$ cat src/hw/rtl/cfp_pkg.sv
`timescale 1ns / 1ps

package cfp_pkg;

   // frame constants
   localparam logic [7:0] HDR_FIRST    = 8'hAA;
   localparam logic [7:0] HDR_SECOND   = 8'hBB;
   localparam logic [7:0] HDR_SUM      = 8'h65;  // low byte of 0xAA + 0xBB
   localparam logic [7:0] CMD_SET_ALL  = 8'h01;
   localparam logic [7:0] CMD_THROTTLE = 8'h02;
   localparam int unsigned BODY_LEN    = 5;
   localparam int unsigned VALUE_CNT   = 4;

   localparam logic [15:0] THRUST_LIMIT_RST = 16'd3825;

   typedef logic [11:0] thrust_type;

   // one completed frame as reported on the result channel
   typedef struct packed {
      logic        checksum_ok;
      logic [7:0]  command;
      logic [31:0] payload_word;
      thrust_type  thrust_a;
      thrust_type  thrust_b;
      thrust_type  thrust_c;
      thrust_type  thrust_d;
      logic        thrust_accepted;
      thrust_type  throttle_value;
      logic        pid_enabled;
   } result_type;

   // byte times 15 as (v << 4) - v
   function automatic thrust_type scale15(input logic [7:0] v);
      scale15 = {v, 4'b0000} - {4'b0000, v};
   endfunction

endpackage

$ cat src/hw/rtl/command_frame_parser_unit.sv
`timescale 1ns / 1ps
// path: the checksum byte is held in the input register, then the decoded result word
// is loaded into the result register
// throughput: one byte per cycle; the only stall is a frame end meeting a full result register
// reset: synchronous active-high reset returns the hunt to idle, clears the pid flag
// and loads thrust_limit with 3825

module command_frame_parser_unit (
   input  logic        clock,
   input  logic        reset,
   // byte input
   input  logic        req_valid,
   output logic        req_ready,
   input  logic [7:0]  req_rx_byte,
   // config write
   input  logic        csr_valid,
   output logic        csr_ready,
   input  logic [15:0] csr_thrust_limit,
   // frame result
   output logic        rsp_valid,
   input  logic        rsp_ready,
   output logic        rsp_checksum_ok,
   output logic [7:0]  rsp_command,
   output logic [31:0] rsp_payload_word,
   output logic [11:0] rsp_thrust_a,
   output logic [11:0] rsp_thrust_b,
   output logic [11:0] rsp_thrust_c,
   output logic [11:0] rsp_thrust_d,
   output logic        rsp_thrust_accepted,
   output logic [11:0] rsp_throttle_value,
   output logic        rsp_pid_enabled
);

   localparam logic [1:0] PH_IDLE  = 2'd0;
   localparam logic [1:0] PH_ARMED = 2'd1;
   localparam logic [1:0] PH_BODY  = 2'd2;

   localparam logic [2:0] LAST_CNT = 3'(cfp_pkg::BODY_LEN);

   logic [15:0]         limit_ff;
   logic                s1_valid_ff;
   logic [7:0]          s1_byte_ff;
   logic [1:0]          phase_ff, phase_in;
   logic [2:0]          count_ff, count_in;
   logic [7:0]          sum_ff, sum_in;
   logic [7:0]          body_ff [cfp_pkg::BODY_LEN];
   logic                flag_ff;
   logic                out_valid_ff;
   cfp_pkg::result_type out_ff;
   cfp_pkg::result_type dec_result;
   logic                frame_end, out_free, advance, s1_load;

   // config register, always writable
   assign csr_ready = 1'b1;
   always_ff @(posedge clock) begin
      if (reset) begin
         limit_ff <= cfp_pkg::THRUST_LIMIT_RST;
      end else if (csr_valid) begin
         limit_ff <= csr_thrust_limit;
      end
   end

   // pipeline control
   assign frame_end = (phase_ff == PH_BODY) && (count_ff == LAST_CNT);
   assign out_free  = !out_valid_ff || rsp_ready;
   assign advance   = s1_valid_ff && (!frame_end || out_free);
   assign req_ready = !s1_valid_ff || advance;
   assign s1_load   = req_valid && req_ready;

   // input register
   always_ff @(posedge clock) begin
      if (reset) begin
         s1_valid_ff <= 1'b0;
      end else if (req_ready) begin
         s1_valid_ff <= req_valid;
      end
   end
   always_ff @(posedge clock) begin
      if (s1_load) begin
         s1_byte_ff <= req_rx_byte;
      end
   end

   // header hunt and body collection
   always_comb begin
      phase_in = phase_ff;
      count_in = count_ff;
      sum_in   = sum_ff;
      unique case (phase_ff)
         PH_IDLE: begin
            if (s1_byte_ff == cfp_pkg::HDR_FIRST) phase_in = PH_ARMED;
         end
         PH_ARMED: begin
            if (s1_byte_ff == cfp_pkg::HDR_SECOND) begin
               phase_in = PH_BODY;
               count_in = 3'd0;
               sum_in   = cfp_pkg::HDR_SUM;
            end else if (s1_byte_ff != cfp_pkg::HDR_FIRST) begin
               phase_in = PH_IDLE;
            end
         end
         PH_BODY: begin
            if (count_ff == LAST_CNT) begin
               phase_in = PH_IDLE;
               count_in = 3'd0;
               sum_in   = 8'd0;
            end else begin
               count_in = count_ff + 3'd1;
               sum_in   = sum_ff + s1_byte_ff;
            end
         end
         default: begin
            phase_in = PH_IDLE;
         end
      endcase
   end

   always_ff @(posedge clock) begin
      if (reset) begin
         phase_ff <= PH_IDLE;
         count_ff <= 3'd0;
         sum_ff   <= 8'd0;
      end else if (advance) begin
         phase_ff <= phase_in;
         count_ff <= count_in;
         sum_ff   <= sum_in;
      end
   end

   // body byte store, one slot per position
   always_ff @(posedge clock) begin
      for (int i = 0; i < cfp_pkg::BODY_LEN; i++) begin
         if (advance && (phase_ff == PH_BODY) && (count_ff == 3'(i))) begin
            body_ff[i] <= s1_byte_ff;
         end
      end
   end

   // frame decode on the checksum byte
   cfp_frame_decode u_decode (
      .body_0       (body_ff[0]),
      .body_1       (body_ff[1]),
      .body_2       (body_ff[2]),
      .body_3       (body_ff[3]),
      .body_4       (body_ff[4]),
      .check_byte   (s1_byte_ff),
      .running_sum  (sum_ff),
      .thrust_limit (limit_ff),
      .flag_now     (flag_ff),
      .result       (dec_result)
   );

   // closed-loop flag
   always_ff @(posedge clock) begin
      if (reset) begin
         flag_ff <= 1'b0;
      end else if (advance && frame_end) begin
         flag_ff <= dec_result.pid_enabled;
      end
   end

   // result register
   always_ff @(posedge clock) begin
      if (reset) begin
         out_valid_ff <= 1'b0;
      end else if (advance && frame_end) begin
         out_valid_ff <= 1'b1;
      end else if (rsp_ready) begin
         out_valid_ff <= 1'b0;
      end
   end
   always_ff @(posedge clock) begin
      if (advance && frame_end) begin
         out_ff <= dec_result;
      end
   end

   assign rsp_valid           = out_valid_ff;
   assign rsp_checksum_ok     = out_ff.checksum_ok;
   assign rsp_command         = out_ff.command;
   assign rsp_payload_word    = out_ff.payload_word;
   assign rsp_thrust_a        = out_ff.thrust_a;
   assign rsp_thrust_b        = out_ff.thrust_b;
   assign rsp_thrust_c        = out_ff.thrust_c;
   assign rsp_thrust_d        = out_ff.thrust_d;
   assign rsp_thrust_accepted = out_ff.thrust_accepted;
   assign rsp_throttle_value  = out_ff.throttle_value;
   assign rsp_pid_enabled     = out_ff.pid_enabled;

   // checks
   a_count_range: assert property (@(posedge clock) disable iff (reset)
      count_ff <= LAST_CNT)
      else $error("body count out of range");

   a_count_body: assert property (@(posedge clock) disable iff (reset)
      (count_ff != 3'd0) |-> (phase_ff == PH_BODY))
      else $error("body count set outside a frame");

   a_accept_cmd: assert property (@(posedge clock) disable iff (reset)
      (out_valid_ff && out_ff.thrust_accepted) |->
         (out_ff.checksum_ok && (out_ff.command == cfp_pkg::CMD_SET_ALL)))
      else $error("thrust accepted on a frame that does not allow it");

   a_pid_set: assert property (@(posedge clock) disable iff (reset)
      (out_valid_ff && out_ff.checksum_ok && (out_ff.command == cfp_pkg::CMD_THROTTLE))
         |-> (out_ff.pid_enabled && flag_ff))
      else $error("throttle frame did not set the pid flag");

   a_stall_hold: assert property (@(posedge clock) disable iff (reset)
      (out_valid_ff && !rsp_ready && s1_valid_ff && frame_end) |=> $stable(phase_ff))
      else $error("frame end consumed while result register was full");

endmodule

$ cat src/hw/rtl/cfp_frame_decode.sv
`timescale 1ns / 1ps

module cfp_frame_decode (
   input  logic [7:0]           body_0,
   input  logic [7:0]           body_1,
   input  logic [7:0]           body_2,
   input  logic [7:0]           body_3,
   input  logic [7:0]           body_4,
   input  logic [7:0]           check_byte,
   input  logic [7:0]           running_sum,
   input  logic [15:0]          thrust_limit,
   input  logic                 flag_now,
   output cfp_pkg::result_type  result
);

   logic                ok;
   cfp_pkg::thrust_type th_a, th_b, th_c, th_d;
   logic                in_limit;

   // scaled thrust values
   assign th_a = cfp_pkg::scale15(body_1);
   assign th_b = cfp_pkg::scale15(body_2);
   assign th_c = cfp_pkg::scale15(body_3);
   assign th_d = cfp_pkg::scale15(body_4);

   assign ok = (check_byte == running_sum);

   // all four thrusts not above the limit
   assign in_limit = ({4'b0000, th_a} <= thrust_limit) && ({4'b0000, th_b} <= thrust_limit)
                  && ({4'b0000, th_c} <= thrust_limit) && ({4'b0000, th_d} <= thrust_limit);

   // assemble the result word
   always_comb begin
      result.checksum_ok     = ok;
      result.command         = body_0;
      result.payload_word    = {body_4, body_3, body_2, body_1};
      result.thrust_a        = th_a;
      result.thrust_b        = th_b;
      result.thrust_c        = th_c;
      result.thrust_d        = th_d;
      result.throttle_value  = th_a;
      result.thrust_accepted = 1'b0;
      result.pid_enabled     = flag_now;
      if (ok && (body_0 == cfp_pkg::CMD_SET_ALL)) begin
         result.pid_enabled     = 1'b0;
         result.thrust_accepted = in_limit;
      end else if (ok && (body_0 == cfp_pkg::CMD_THROTTLE)) begin
         result.pid_enabled = 1'b1;
      end
   end

endmodule
$ cat config.mk
export PLATFORM = sky130hd
export DESIGN_NAME = command_frame_parser_unit
export DESIGN_NICKNAME = d
export VERILOG_FILES = /design/src/hw/rtl/cfp_pkg.sv /design/src/hw/rtl/command_frame_parser_unit.sv /design/src/hw/rtl/cfp_frame_decode.sv
export SDC_FILE = /design/constraint.sdc
export NUM_CORES = 1
export LEC_CHECK = 0
export BUFFER_PORTS_ARGS = -buffer_cell sky130_fd_sc_hd__clkbuf_2
export CORE_UTILIZATION = 40
export CTS_CLUSTER_DIAMETER = 150
export DETAILED_ROUTE_END_ITERATION = 10
export GPL_ROUTABILITY_DRIVEN = 0
export SLEW_MARGIN = 20
export SYNTH_ARGS = -nofsm -noshare
export SYNTH_HDL_FRONTEND = slang
export SYNTH_SLANG_ARGS = --single-unit
$ cat constraint.sdc
create_clock -name clock -period 9.1 [get_ports clock]
set_clock_uncertainty 0.15 [all_clocks]
set_input_delay 1.365 -clock clock [delete_from_list [all_inputs] [get_ports clock]]
set_output_delay 1.365 -clock clock [all_outputs]
set_load 0.005 [all_outputs]
# Yosys cells after proc, flatten, opt, wreduce, memory -nomap -nowiden
# Memories as Yosys holds them, arrays and structs flattened.
# Cells that the tools add are included.
# word_totals
register_bits,131
mem_bits_rw,40
n_memories,1
in_bits,29
out_inout_bits,106
latchBits,0
rom_bits,0
# mem_list
memory,depth,width,rd,rd_ports_with_merged_regs,wr,line_no,rtl
body_ff,5,8,5,0,1,command_frame_parser_unit.sv:46,logic [7:0] body_ff [cfp_pkg::BODY_LEN];
# op_classes
reduce_logical,31
mux,37
eq_ne,17
bitwise,0
n_lt_le_gt_ge,4
n_shift,0
addsub,6
n_mul,0
div,0
# op_table
operator,n
$le A12 B16 Y1,4
$mux W8,6
$sub A12 B8 Y12,4
$reduce_or A8 Y1,4
$mux W1,18
$mux W3,6
$eq A8 B8 Y1 const B,2
$pmux W8 S2,1
$logic_and A1 B1 Y1,15
$add A8 B8 Y8,1
$eq A8 B1 Y1 const B,1
$eq A8 B2 Y1 const B,1
$eq A8 B8 Y1,1
$mux W2,4
$ne A8 B8 Y1 const B,1
$eq A3 B2 Y1 const B,2
$eq A3 B3 Y1 const B,2
$pmux W2 S3,1
$pmux W3 S2,1
$ne A2 B2 Y1 const B,2
$reduce_and A4 Y1,1
$reduce_bool A2 Y1,2
$add A3 B1 Y3 const B,1
$eq A3 B1 Y1 const B,1
9 further kinds,13

# Depth between registers and ports, before layout
# logic_depth
ltp_word,14
depth_mapped,15
depth_no_buf,15

# Hierarchy
# Synthesis repeated with hierarchy kept, for this count alone.
# unflattened
hier_cells,704
hier_area_um2,9032.4
# by_module_without_submodules
module,instances,area_per_inst_um2,cells_each
command_frame_parser_unit,1,6233.5,342
cfp_frame_decode,1,2798.9,362

# Least setup slack after synthesis
# OpenSTA, ideal clock, no wires.
# synth_path
kind,in2reg
startpoint,input port rsp_ready
endpoint,"register out_ff, in the netlist rsp_checksum_ok (enable)"
stages,4
path_buffers,0
arrival_ns,3.453
setup_slack_ns,5.056
setup_ns,0.440
cell_sequence,nand2b_1 > nor2b_1 > nand2_1 > inv_1
# synth_via
elab_chain_cells,4
# synth_rtl
item,line_no,rtl
"start, declared",command_frame_parser_unit.sv:21,"input logic rsp_ready,"
$logic_or A1 B1 Y1,command_frame_parser_unit.sv:65,assign out_free = !out_valid_ff || rsp_ready;
$logic_or A1 B1 Y1,command_frame_parser_unit.sv:66,assign advance = s1_valid_ff && (!frame_end || out_free);
$logic_and A1 B1 Y1,command_frame_parser_unit.sv:66,
$logic_and A1 B1 Y1,command_frame_parser_unit.sv:173,if (advance && frame_end) begin
"end signal, assigned",command_frame_parser_unit.sv:174,out_ff <= dec_result;
"end, declared",command_frame_parser_unit.sv:49,cfp_pkg::result_type out_ff;
# Every way passes these cells.
# A chain may end at the register's enable or synchronous reset.

==> summary.md <==
| Metric | Value |
|---|---|
| Status | complete, no violations |
| Nets | 879 |
| Crit path launch type | flip-flop |
| Syn Inst Count | 644 |
| Final Hold Viols | 0 |
| Synth async-reset ratio | 0 |
| Synth Warn # | 0 |
| Sequential-to-total area share from yosys stat | 0.582 |
| Post-CTS Setup Repair Bufs | 0 |
| Vias in the first global route | 5537 |
| Die Width | 144 um |
| CP Capture Type | flip-flop |
| Top_reg_cell synth | edfxtp_1 |
| Sum Neg Setup Slack | 0 ns |
| Slew Limit Headroom | 0.327 |
| Min Tclk post-route | 3.97 ns |
| Share of layout cells above drive strength 1 | 0.228 |
| Residual DRC count | 0 |
| Drt initial violations | 344 |
| Post-route ant nets | 0 |
| Setup violations, final | 0 |
| Top cells by area, synth | edfxtp_1 (50%), ha_1 (12%), dfxtp_1 (7.9%) |
| Worst endpoint data arrival time | 4.08 ns |
| Number of diodes | 0 |
| Commonest non-fill, non-tap cell in the layout | edfxtp_1 |
| Clock Path Buffers | 2 |
| GRT Total Usage | 0.197 |
| Syn Nets | 750 |
| Core Rows | 51 |
| Worst hold path type | flip-flop to flip-flop |
| Pins over their slew limit | 0 |
| Routed wire length | 19500 um |
| Placeable Area | 19600 um^2 |
| Layout Cells excl Fill | 1051 |
| Maximum clock rate | 252 MHz |
| Worst-path fanout max | 6 |
| VDD IR-drop max | 131 uV |
| # port buffers | 133 |
| Wirelength per Cell | 18.5 um |
| Area growth, synth to finish | 18.2% |
| GR Overflow Total | 0 |
| Die area | 20700 um^2 |
| HPWL after DPL | 14400 um |
| Die Span Y | 144 um |
| Clock Sinks | 167 |
| Antenna violations before repair | 0 |
| Worst Path Required | 9.21 ns |
| FF+latch count, synth | 167 |
| Largest net degree at the start of global routing | 78 |
| Synth cell types | 57 |
| Hold_buf cts | 0 |
| Post-cts sizing count | 0 |
| Area share of the largest cell type after synthesis | 0.502 |
| RSZ-0062 raised after global routing | false |
| Max-Cap Viols | 0 |
| Via/cell ratio | 5.32 |
| DR pass1 iterations | 5 |
| Synth Area per Inst | 12.5 um^2 |
| Crit path kind | flip-flop to flip-flop |
| Root Buffer | clkbuf_16 |
| Worst slew pin tran | 1.01 ns |
| Vias | 5596 |
| H-tree depth reported by CTS | 4 |
| Ports | 135 |
| Power per cell area | 170 nW/um^2 |
| Mapped Area | 8070 um^2 |
| CTS tree | built |
| Leak Pwr | 3.86 nW |
| Clk Latency, worst-skew pair | 0.43 ns |
| Final Cycle Share | 0.436 |
| Initial Utilization | 0.412 |
| Area leader, netlist | edfxtp_1 |
| Clock-pin slew on the worst setup and hold paths | 0.07 ns |
| Commonest non-fill, non-tap cells in the layout | edfxtp_1 (135), clkbuf_2 (133), ha_1 (76) |
| Total CTS buffers | 17 |
| Number of flops mapped to enable cells by yosys | 135 |
| Placed insts | 1019 |
| First-pass GRT wire length | 29800 um |
[where the power goes]
part | switching, mW | internal (mW)
clock | 0.302 | 0.413
combinational | 0.0393 | 0.0264
sequential | 0.0156 | 0.827
total | 0.357 | 1.27
[worst max-delay path, cell delays in order (launching register included)]
cell and delay, ns:
edfxtp_1 0.49, ha_1 0.40, a21o_1 0.18, a21o_1 0.18, a21o_1 0.21, a211oi_1 0.30, xnor2_1 0.19, ha_1 0.28
a21oi_1 0.20, o21ai_1 0.11, a2111oi_2 0.33, a21oi_1 0.14, or4_1 0.41, a211oi_1 0.23
[per-layer routing]
layer / share of wire / GRT usage / up-vias
met1: 0.44 / 0.251 / 2697
met3: 0.053 / 0.0325 / 37
met4: 0.027 / 0.0901 / 0
li1: - / - / 2654
met5: 0 / 0 / -
met2: 0.48 / 0.328 / 208
[through the flow]
step | total power [mW] | hold WS, ns | instance area (um^2) | worst slack, ns | util
global route | 1.68 | 0.310 | 9540 | 4.84 | 0.487
floorplan | 0.892 | 0.276 | 8070 | 5.06 | -
global placement | 0.919 | 0.287 | 8930 | 5.30 | 0.456
detailed placement | 0.924 | 0.285 | 8940 | 5.17 | 0.456
finish | 1.62 | 0.297 | 9540 | 5.13 | 0.487
CTS | 1.64 | 0.299 | 9530 | 5.14 | 0.486
[kinds of logic (layout without fill, tap and decap cells)]
logic type	after synthesis	in the layout	share of synthesized area
mux	9	9	0.0112
simple gates	156	156	0.101
other cells	1	1	0.000465
flops	167	167	0.582
buf+inv	68	210	0.0395
fa+ha+maj	77	77	0.120
xor+xnor	38	38	0.0412
compound gates	128	128	0.104
[state kept, by name (all words and copies together) (netlist names), 2 cells and up]
| name | flops |
|---|---|
| phase_ff | 2 |
| body_ff | 40 |
| rsp_throttle_value | 11 |
| rsp_thrust_b | 11 |
| rsp_thrust_c | 11 |
| sum_ff | 8 |
| rsp_thrust_d | 11 |
| count_ff | 3 |
| s1_byte_ff | 8 |
| rsp_payload_word | 32 |
| limit_ff | 16 |
| rsp_command | 8 |
[worst paths after layout]
kind,startpoint,slack (ns),depth (start not counted),to
setup / recovery,body_ff[0][24],5.13,13,rsp_thrust_accepted
hold / removal,body_ff[0][6],0.30,0,rsp_command[6]
hold reg to reg,body_ff[0][6],0.30,0,rsp_command[6]
setup reg to reg,body_ff[0][24],5.13,13,rsp_thrust_accepted
[layout make-up]
cell class / count / area, um^2
clock buffer: 18 / 439
clock inverter: 14 / 149
timing repair buffer: 134 / 673
tap: 265 / 332
sequential: 167 / 4690
fill: 1772 / 10000
multi-input combinational: 409 / 3090
inverter: 44 / 166
[synthesized netlist by cell type (12+ instances only)]
cell and count:
nand4_1 12, o211ai_1 12, a21oi_1 39, buf_4 17, nand2_1 39, edfxtp_1 135
o21ai_0 14, nor2_1 38, a21o_1 13, nor3_1 18, ha_1 76, dfxtp_1 32
inv_1 44, xnor2_1 30
Note: power is estimated with default switching activity, not from simulation.
